### src/design/llp_pkg.sv
`default_nettype none
// ----------------------------------------------------------------------------
// Least-loaded unit placement: shared package
// Sizes, command codes, controller states and the control and status
// bundles that pass between the controller and the datapath.
// ----------------------------------------------------------------------------
package llp_pkg;

    // Table sizes.
    localparam int NUM_UNITS  = 64;
    localparam int COUNT_BITS = 16;
    localparam int LOAD_BITS  = 16;
    localparam int IDX_W      = 6;
    localparam int UNIT_BITS  = (NUM_UNITS > 1) ? $clog2(NUM_UNITS) : 1;
    localparam int KEY_BITS   = (COUNT_BITS > LOAD_BITS) ? COUNT_BITS : LOAD_BITS;

    // Command codes carried by the input word.
    typedef enum logic [1:0] {
        CMD_LOAD    = 2'd0,
        CMD_PLACE   = 2'd1,
        CMD_ASSIGN  = 2'd2,
        CMD_RELEASE = 2'd3
    } t_cmd;

    // Controller states.
    typedef enum logic [2:0] {
        ST_IDLE,
        ST_LOAD,
        ST_SCAN,
        ST_SCAN_END,
        ST_PICK,
        ST_READ,
        ST_MODIFY,
        ST_RESULT
    } t_state;

    // Commands from the controller to the datapath.
    typedef struct packed {
        logic latch_in;
        logic scan_issue;
        logic rd_count;
        logic wr_count;
        logic wr_load;
        logic take_pick;
        logic out_load;
    } t_dp_ctrl;

    // Status from the datapath to the controller.
    typedef struct packed {
        logic scan_last;
        logic any;
        logic out_free;
    } t_dp_stat;

endpackage : llp_pkg
`default_nettype wire

### src/design/llp_ctrl.sv
`default_nettype none
// ----------------------------------------------------------------------------
// Least-loaded unit placement: controller
// Sequences one word at a time through load, scan, read-modify-write and
// result steps, driving the datapath by command strobes.
// ----------------------------------------------------------------------------
module llp_ctrl
    import llp_pkg::*;
(
    input  wire logic     i_clk,
    input  wire logic     i_rst_n,
    input  wire logic     i_in_valid,
    input  wire logic [1:0] i_command,
    output logic          o_in_ready,
    input  wire t_dp_stat i_stat,
    output t_dp_ctrl      o_ctrl
);

    t_state r_state;
    t_state n_state;

    // State register.
    always_ff @(posedge i_clk) begin
        if (!i_rst_n) begin
            r_state <= ST_IDLE;
        end else begin
            r_state <= n_state;
        end
    end

    // Next state and command strobes.
    always_comb begin
        n_state    = r_state;
        o_ctrl     = '0;
        o_in_ready = 1'b0;
        unique case (r_state)
            ST_IDLE: begin
                o_in_ready = 1'b1;
                if (i_in_valid) begin
                    o_ctrl.latch_in = 1'b1;
                    unique case (t_cmd'(i_command))
                        CMD_LOAD:    n_state = ST_LOAD;
                        CMD_PLACE:   n_state = ST_SCAN;
                        CMD_ASSIGN:  n_state = ST_READ;
                        CMD_RELEASE: n_state = ST_READ;
                        default:     n_state = ST_IDLE;
                    endcase
                end
            end
            ST_LOAD: begin
                o_ctrl.wr_load = 1'b1;
                n_state        = ST_RESULT;
            end
            ST_SCAN: begin
                o_ctrl.scan_issue = 1'b1;
                if (i_stat.scan_last) begin
                    n_state = ST_SCAN_END;
                end
            end
            // The last candidate is compared during this cycle.
            ST_SCAN_END: begin
                n_state = ST_PICK;
            end
            ST_PICK: begin
                o_ctrl.take_pick = 1'b1;
                n_state          = i_stat.any ? ST_READ : ST_RESULT;
            end
            ST_READ: begin
                o_ctrl.rd_count = 1'b1;
                n_state         = ST_MODIFY;
            end
            ST_MODIFY: begin
                o_ctrl.wr_count = 1'b1;
                n_state         = ST_RESULT;
            end
            ST_RESULT: begin
                if (i_stat.out_free) begin
                    o_ctrl.out_load = 1'b1;
                    n_state         = ST_IDLE;
                end
            end
            default: begin
                n_state = ST_IDLE;
            end
        endcase
    end

endmodule : llp_ctrl
`default_nettype wire

### src/design/llp_dp.sv
`default_nettype none
// ----------------------------------------------------------------------------
// Least-loaded unit placement: datapath
// Count and load tables with per-entry valid bits, the candidate scan with
// its running minimum, the saturating count update and the output register.
// ----------------------------------------------------------------------------
module llp_dp
    import llp_pkg::*;
(
    input  wire logic                 i_clk,
    input  wire logic                 i_rst_n,
    input  wire t_dp_ctrl             i_ctrl,
    output t_dp_stat                  o_stat,
    input  wire logic [1:0]           i_command,
    input  wire logic [IDX_W-1:0]     i_unit_index,
    input  wire logic [LOAD_BITS-1:0] i_load_value,
    input  wire logic [63:0]          i_candidate_mask,
    output logic                      o_out_valid,
    input  wire logic                 i_out_ready,
    output logic [IDX_W-1:0]          o_chosen_unit,
    output logic                      o_found
);

    localparam logic [COUNT_BITS-1:0] CNT_MAX = '1;

    // Tables and their valid bits.
    logic [COUNT_BITS-1:0] m_count [NUM_UNITS];
    logic [LOAD_BITS-1:0]  m_load  [NUM_UNITS];
    logic [NUM_UNITS-1:0]  r_count_vld;
    logic [NUM_UNITS-1:0]  r_load_vld;
    logic                  r_loads_known;

    // Latched input word.
    t_cmd                  r_cmd;
    logic                  r_unit_ok;
    logic [LOAD_BITS-1:0]  r_load;
    logic [NUM_UNITS-1:0]  r_mask;
    logic [UNIT_BITS-1:0]  r_tgt;

    // Registered read data.
    logic [COUNT_BITS-1:0] r_count_q;
    logic [LOAD_BITS-1:0]  r_load_q;
    logic                  r_count_qv;
    logic                  r_load_qv;

    // Scan pipeline and running minimum.
    logic [UNIT_BITS-1:0]  r_scan_idx;
    logic                  r_pv;
    logic [UNIT_BITS-1:0]  r_pidx;
    logic                  r_pm;
    logic                  r_any;
    logic [UNIT_BITS-1:0]  r_best;
    logic [KEY_BITS-1:0]   r_best_key;
    logic                  r_any_used;
    logic [UNIT_BITS-1:0]  r_best_used;
    logic [KEY_BITS-1:0]   r_best_used_key;

    // Output register.
    logic                  r_out_valid;
    logic [IDX_W-1:0]      r_chosen;
    logic                  r_found;

    logic [UNIT_BITS-1:0]  rd_addr;
    logic [COUNT_BITS-1:0] cnt_eff;
    logic [LOAD_BITS-1:0]  load_eff;
    logic [KEY_BITS-1:0]   key;
    logic                  cand;
    logic                  take_best;
    logic                  take_used;
    logic [COUNT_BITS-1:0] n_count;
    logic                  count_we;
    logic                  load_we;
    logic                  in_ok;

    assign in_ok    = {1'b0, i_unit_index} < (IDX_W + 1)'(NUM_UNITS);
    assign rd_addr  = i_ctrl.scan_issue ? r_scan_idx : r_tgt;
    assign cnt_eff  = r_count_qv ? r_count_q : '0;
    assign load_eff = r_load_qv ? r_load_q : '0;
    assign count_we = i_ctrl.wr_count && ((r_cmd == CMD_PLACE) || r_unit_ok);
    assign load_we  = i_ctrl.wr_load && r_unit_ok;

    // Compare the candidate whose table entries were read last cycle.
    always_comb begin
        key       = r_loads_known ? KEY_BITS'(load_eff) : KEY_BITS'(cnt_eff);
        cand      = r_pv && r_pm;
        take_best = cand && (!r_any || (key < r_best_key));
        take_used = cand && r_loads_known && (cnt_eff != '0) &&
                    (!r_any_used || (key < r_best_used_key));
    end

    // Saturating count update.
    always_comb begin
        if (r_cmd == CMD_RELEASE) begin
            n_count = (cnt_eff == '0) ? cnt_eff : cnt_eff - 1'b1;
        end else begin
            n_count = (cnt_eff == CNT_MAX) ? cnt_eff : cnt_eff + 1'b1;
        end
    end

    // Table storage: one write and one registered read per cycle.
    always_ff @(posedge i_clk) begin
        if (i_ctrl.scan_issue || i_ctrl.rd_count) begin
            r_count_q  <= m_count[rd_addr];
            r_load_q   <= m_load[rd_addr];
            r_count_qv <= r_count_vld[rd_addr];
            r_load_qv  <= r_load_vld[rd_addr];
        end
        if (count_we) begin
            m_count[r_tgt] <= n_count;
        end
        if (load_we) begin
            m_load[r_tgt] <= r_load;
        end
    end

    // Valid bits and control state.
    always_ff @(posedge i_clk) begin
        if (!i_rst_n) begin
            r_count_vld   <= '0;
            r_load_vld    <= '0;
            r_loads_known <= 1'b0;
            r_pv          <= 1'b0;
            r_any         <= 1'b0;
            r_any_used    <= 1'b0;
            r_out_valid   <= 1'b0;
        end else begin
            if (count_we) begin
                r_count_vld[r_tgt] <= 1'b1;
            end
            if (load_we) begin
                r_load_vld[r_tgt] <= 1'b1;
                r_loads_known     <= 1'b1;
            end
            r_pv <= i_ctrl.scan_issue;
            if (i_ctrl.latch_in) begin
                r_any      <= 1'b0;
                r_any_used <= 1'b0;
            end else begin
                if (take_best) begin
                    r_any <= 1'b1;
                end
                if (take_used) begin
                    r_any_used <= 1'b1;
                end
            end
            if (i_ctrl.out_load) begin
                r_out_valid <= 1'b1;
            end else if (i_out_ready) begin
                r_out_valid <= 1'b0;
            end
        end
    end

    // Payload registers.
    always_ff @(posedge i_clk) begin
        if (i_ctrl.latch_in) begin
            r_cmd      <= t_cmd'(i_command);
            r_unit_ok  <= in_ok;
            r_load     <= i_load_value;
            r_mask     <= i_candidate_mask[NUM_UNITS-1:0];
            r_tgt      <= i_unit_index[UNIT_BITS-1:0];
            r_scan_idx <= '0;
        end else begin
            if (i_ctrl.scan_issue) begin
                r_scan_idx <= r_scan_idx + 1'b1;
            end
            if (i_ctrl.take_pick) begin
                r_tgt <= r_any_used ? r_best_used : r_best;
            end
        end
        if (i_ctrl.scan_issue) begin
            r_pidx <= r_scan_idx;
            r_pm   <= r_mask[r_scan_idx];
        end
        if (take_best) begin
            r_best     <= r_pidx;
            r_best_key <= key;
        end
        if (take_used) begin
            r_best_used     <= r_pidx;
            r_best_used_key <= key;
        end
        if (i_ctrl.out_load) begin
            r_found  <= (r_cmd == CMD_PLACE) && r_any;
            r_chosen <= ((r_cmd == CMD_PLACE) && r_any) ? IDX_W'(r_tgt) : '0;
        end
    end

    assign o_stat.scan_last = (r_scan_idx == UNIT_BITS'(NUM_UNITS - 1));
    assign o_stat.any       = r_any;
    assign o_stat.out_free  = !r_out_valid || i_out_ready;

    assign o_out_valid   = r_out_valid;
    assign o_chosen_unit = r_chosen;
    assign o_found       = r_found;

endmodule : llp_dp
`default_nettype wire

### src/design/least_loaded_pu_placement.sv
`default_nettype none
// ----------------------------------------------------------------------------
// Least-loaded processing-unit placement
// Keeps per-unit application counts and load samples and picks a unit for
// each place request.
//
// Usage:
//   Input channel (i_in_valid / o_in_ready) takes one command word:
//   load sample, place, assign or release. Every word yields exactly one
//   result word on the output channel (o_out_valid / i_out_ready) carrying
//   o_chosen_unit and o_found; both are zero for all but a successful place.
//   One word is processed at a time. From acceptance to the registered
//   result: load sample writes the load table; assign and release read
//   then write the count table; place scans all NUM_UNITS entries, picks
//   a unit, then reads and writes its count, skipping that read and write
//   when no candidate is found. The place time is set by the candidate
//   scan, reading one table entry per cycle through the single read port.
//   The next word is accepted in the cycle after the result is loaded,
//   even while that result still waits at the output register.
//   If the receiver stalls with a result pending, the following word runs
//   to completion and then holds until the output register frees.
//   Synchronous reset clears all counts and loads to zero at once through
//   per-entry valid bits; the block accepts words straight after reset.
// ----------------------------------------------------------------------------
module least_loaded_pu_placement
    import llp_pkg::*;
(
    input  wire logic                 i_clk,
    input  wire logic                 i_rst_n,
    input  wire logic                 i_in_valid,
    output logic                      o_in_ready,
    input  wire logic [1:0]           i_command,
    input  wire logic [IDX_W-1:0]     i_unit_index,
    input  wire logic [LOAD_BITS-1:0] i_load_value,
    input  wire logic [63:0]          i_candidate_mask,
    output logic                      o_out_valid,
    input  wire logic                 i_out_ready,
    output logic [IDX_W-1:0]          o_chosen_unit,
    output logic                      o_found
);

    t_dp_ctrl dp_ctrl;
    t_dp_stat dp_stat;

    // Sequencer.
    llp_ctrl u_ctrl (
        .i_clk      (i_clk),
        .i_rst_n    (i_rst_n),
        .i_in_valid (i_in_valid),
        .i_command  (i_command),
        .o_in_ready (o_in_ready),
        .i_stat     (dp_stat),
        .o_ctrl     (dp_ctrl)
    );

    // Tables, scan and output register.
    llp_dp u_dp (
        .i_clk            (i_clk),
        .i_rst_n          (i_rst_n),
        .i_ctrl           (dp_ctrl),
        .o_stat           (dp_stat),
        .i_command        (i_command),
        .i_unit_index     (i_unit_index),
        .i_load_value     (i_load_value),
        .i_candidate_mask (i_candidate_mask),
        .o_out_valid      (o_out_valid),
        .i_out_ready      (i_out_ready),
        .o_chosen_unit    (o_chosen_unit),
        .o_found          (o_found)
    );

endmodule : least_loaded_pu_placement
`default_nettype wire

### config.mk
export PLATFORM = sky130hd
export DESIGN_NAME = least_loaded_pu_placement
export DESIGN_NICKNAME = d
export VERILOG_FILES = /design/src/design/llp_pkg.sv /design/src/design/llp_ctrl.sv /design/src/design/llp_dp.sv /design/src/design/least_loaded_pu_placement.sv
export SDC_FILE = /design/constraint.sdc
export NUM_CORES = 2
export LEC_CHECK = 0
export BUFFER_PORTS_ARGS = -buffer_cell sky130_fd_sc_hd__buf_2
export CAP_MARGIN = 0
export CORE_MARGIN = 4
export CORE_UTILIZATION = 40
export CTS_BUF_LIST = sky130_fd_sc_hd__clkbuf_16
export CTS_CLUSTER_SIZE = 40
export DETAILED_ROUTE_END_ITERATION = 10
export PLACE_DENSITY_LB_ADDON = 0.1
export SLEW_MARGIN = 15
export SYNTH_ARGS = -nofsm -noshare
export SYNTH_HDL_FRONTEND = slang
export SYNTH_HIERARCHICAL = 1
export SYNTH_SLANG_ARGS = --single-unit
### constraint.sdc
create_clock -name i_clk -period 11.93 [get_ports i_clk]
set_input_delay 2.9825 -clock i_clk [delete_from_list [all_inputs] [get_ports i_clk]]
set_output_delay 2.9825 -clock i_clk [all_outputs]
set_load 0.02 [all_outputs]
==> results.json <==
{
  "cap_violations": 0,
  "fin_skew_ns": 0.0490,
  "drc": 0,
  "period_needed_ns": 6.30,
  "hold_path_depth": 0,
  "layout_commonest_cell": "edfxtp_1",
  "die_x_um": 512,
  "pre_cts_slack_ns": 5.73,
  "dr.pass1.iters": 5,
  "yosys_warnings": 6,
  "gp_congestion": 0.855,
  "vias": 73300,
  "hold_viol": 0,
  "drt-total-wl_um": 394000,
  "cts_resized": 0,
  "clk_latency_ns": 0.93,
  "critPathCaptureType": "register",
  "cts_tree": "done",
  "final-setup-viol-count": 0,
  "synth_seq_cells": 2370,
  "pwr_density_cell_nw_per_um2": 297,
  "crit_fanout": 59,
  "netlist_area_um2": 102000,
  "final_util_pct": 45.5,
  "grt_usage_pct": 29.1,
  "start_kind": "register",
  "reg2reg_depth": 11,
  "syn_avg_cell_area_um2": 13.0,
  "clkSlewWorstSetupHoldPaths_ns": 0.06,
  "fp-row-count": 184,
  "worst_slew_pin_slew_ns": 1.25,
  "area_growth_pct": 12.8,
  "overflow": 0,
  "place_area_um2": 106000,
  "fin_crit_sh_pct": 52.8,
  "cts_buffer_depth": 4,
  "crit_required_ns": 12.52,
  "synth_edf_count": 2228,
  "root_buffer": "clkbuf_16",
  "ys_types": 104,
  "rsz0062_at_grt": "false",
  "dp_hpwl_um": 220000,
  "fp.dieH_um": 512,
  "mostFrequentLayoutCells": "edfxtp_1, a21oi_1, nand2_1",
  "async_flop_share_pct": 0,
  "antenna_found_initial": 17,
  "status": "complete, no violations",
  "fin_cells": 11400,
  "totalPowerFinal_mw": 34.1,
  "slew_violations": 0,
  "core_area_um2": 252000,
  "worst_slack_ns": 5.63,
  "vias_per_cell": 6.41,
  "numCtsBuffers": 282,
  "leakagePower_nw": 37.1,
  "grt_max_degree": 133,
  "fillers": 22600,
  "ys_seq_area_share_pct": 68.7,
  "layout-drive-gt1-share_pct": 12.5,
  "grt_pass1_wl_um": 549000,
  "io_buffers": 100,
  "drtAntennaViolNets": 0,
  "initialDrtViolationCount": 9237,
  "grt_pass1_vias": 69100,
  "cts.sinks": 2370,
  "holdBufCountCts": 0,
  "syn_nets": 7965,
  "ys.flop_type": "edfxtp_1",
  "relSlewSlack_pct": 15.8,
  "path_class": "register to register",
  "nets": 8008,
  "max_freq_mhz": 159,
  "cts-htree-levels": 5,
  "setup_tns_ns": 0,
  "syn_inst": 7839,
  "final_area_um2": 115000,
  "hp-class": "register to register",
  "cts_setup_buffers": 0,
  "wl_per_cell_um": 34.4,
  "dp.cells": 10900,
  "critical_path_arrival_ns": 6.90,
  "ir_worst_vdd_mv": 0.260,
  "ios": 101,
  "hold_ws_ns": 0.427,
  "start_util_pct": 40.3,
  "die_area_um2": 262000
}
## cell usage after synthesis, types with 142 or more instances
library cell	n	area (µm²)
a21oi_1	912	4560
a21o_1	143	1070
dfxtp_1	142	2840
buf_2	334	1670
clkbuf_1	175	657
a211oi_1	437	3280
o21a_1	148	1110
o211ai_1	245	1840
edfxtp_1	2228	66900
nor2_1	621	2330
o21ai_0	546	2730
nand2_1	618	2320
## critical path, cell delays in order, from the launching register on
cell,delay [ns]
dfxtp_1,0.58
nor3b_2,0.24
buf_4,0.55
buf_4,0.68
nand3b_1,0.25
nand2_4,0.46
buf_4,0.72
buf_4,0.74
o21ai_0,0.30
a311oi_2,0.82
o221a_2,0.41
a31oi_1,0.06
## final timing paths
kind / from / to / slack [ns]
worst min-delay path: u_dp/r_pidx[1] / u_dp/r_best[1] / 0.43
worst min register to register: u_dp/r_pidx[1] / u_dp/r_best[1] / 0.43
worst max-delay path: u_ctrl/r_state[1] / u_dp/r_load_q[3] / 5.63
worst max register to register: u_ctrl/r_state[1] / u_dp/r_load_q[3] / 5.63
## flip-flops by register name, indices dropped and copies added (netlist names), 2 cells and up
name                  flops
u_ctrl/r_state            3
u_dp/m_count           1024
u_dp/m_load            1024
u_dp/o_chosen_unit        6
u_dp/r_best               6
u_dp/r_best_key          16
u_dp/r_best_used          6
u_dp/r_best_used_key     16
u_dp/r_cmd                2
u_dp/r_count_q           16
u_dp/r_count_vld         64
u_dp/r_load              16
u_dp/r_load_q            16
u_dp/r_load_vld          64
u_dp/r_mask              64
u_dp/r_pidx               6
u_dp/r_scan_idx           6
u_dp/r_tgt                6
## where the power goes
group / switching [mW] / total, mW / leakage [nW] / internal (mW)
clock: 3.37 / 8.04 / 4.41 / 4.67
sequential: 0.304 / 10.8 / 21.3 / 10.5
combinational: 11.6 / 15.2 / 11.3 / 3.64
total: 15.2 / 34.1 / 37.1 / 18.8
## cell type report
class	instances	area, µm²	area share [%]
diodes	8	20.0	0.0175
well taps	3348	4190	3.65
repair buffers	417	3020	2.63
clock buffers	293	7330	6.40
flip-flops and latches	2370	69800	60.9
clock inverters	191	1130	0.986
inverters	74	313	0.273
multi-input cells	4737	28900	25.2
## cells by family after synthesis
group | after synthesis | share of synthesized area (%)
mux | 40 | 0.695
fa+ha+maj | 34 | 0.419
simple gates | 1502 | 6.14
xor+xnor | 8 | 0.0690
compound gates | 3153 | 20.3
buf+inv | 732 | 3.72
flops | 2370 | 68.7
## per-layer routing
| layer | wire length, µm | GRT usage, % | up-vias | part of all wire (%) |
|---|---|---|---|---|
| met3 | 33300 | 4.61 | 758 | 8.4 |
| met4 | 18800 | 12.3 | 12 | 4.8 |
| li1 | - | - | 30800 | - |
| met2 | 181000 | 45.7 | 3877 | 46 |
| met5 | 131 | 0.201 | - | 0.033 |
| met1 | 161000 | 40.2 | 37800 | 41 |
Power figures use the tool's default switching activity.
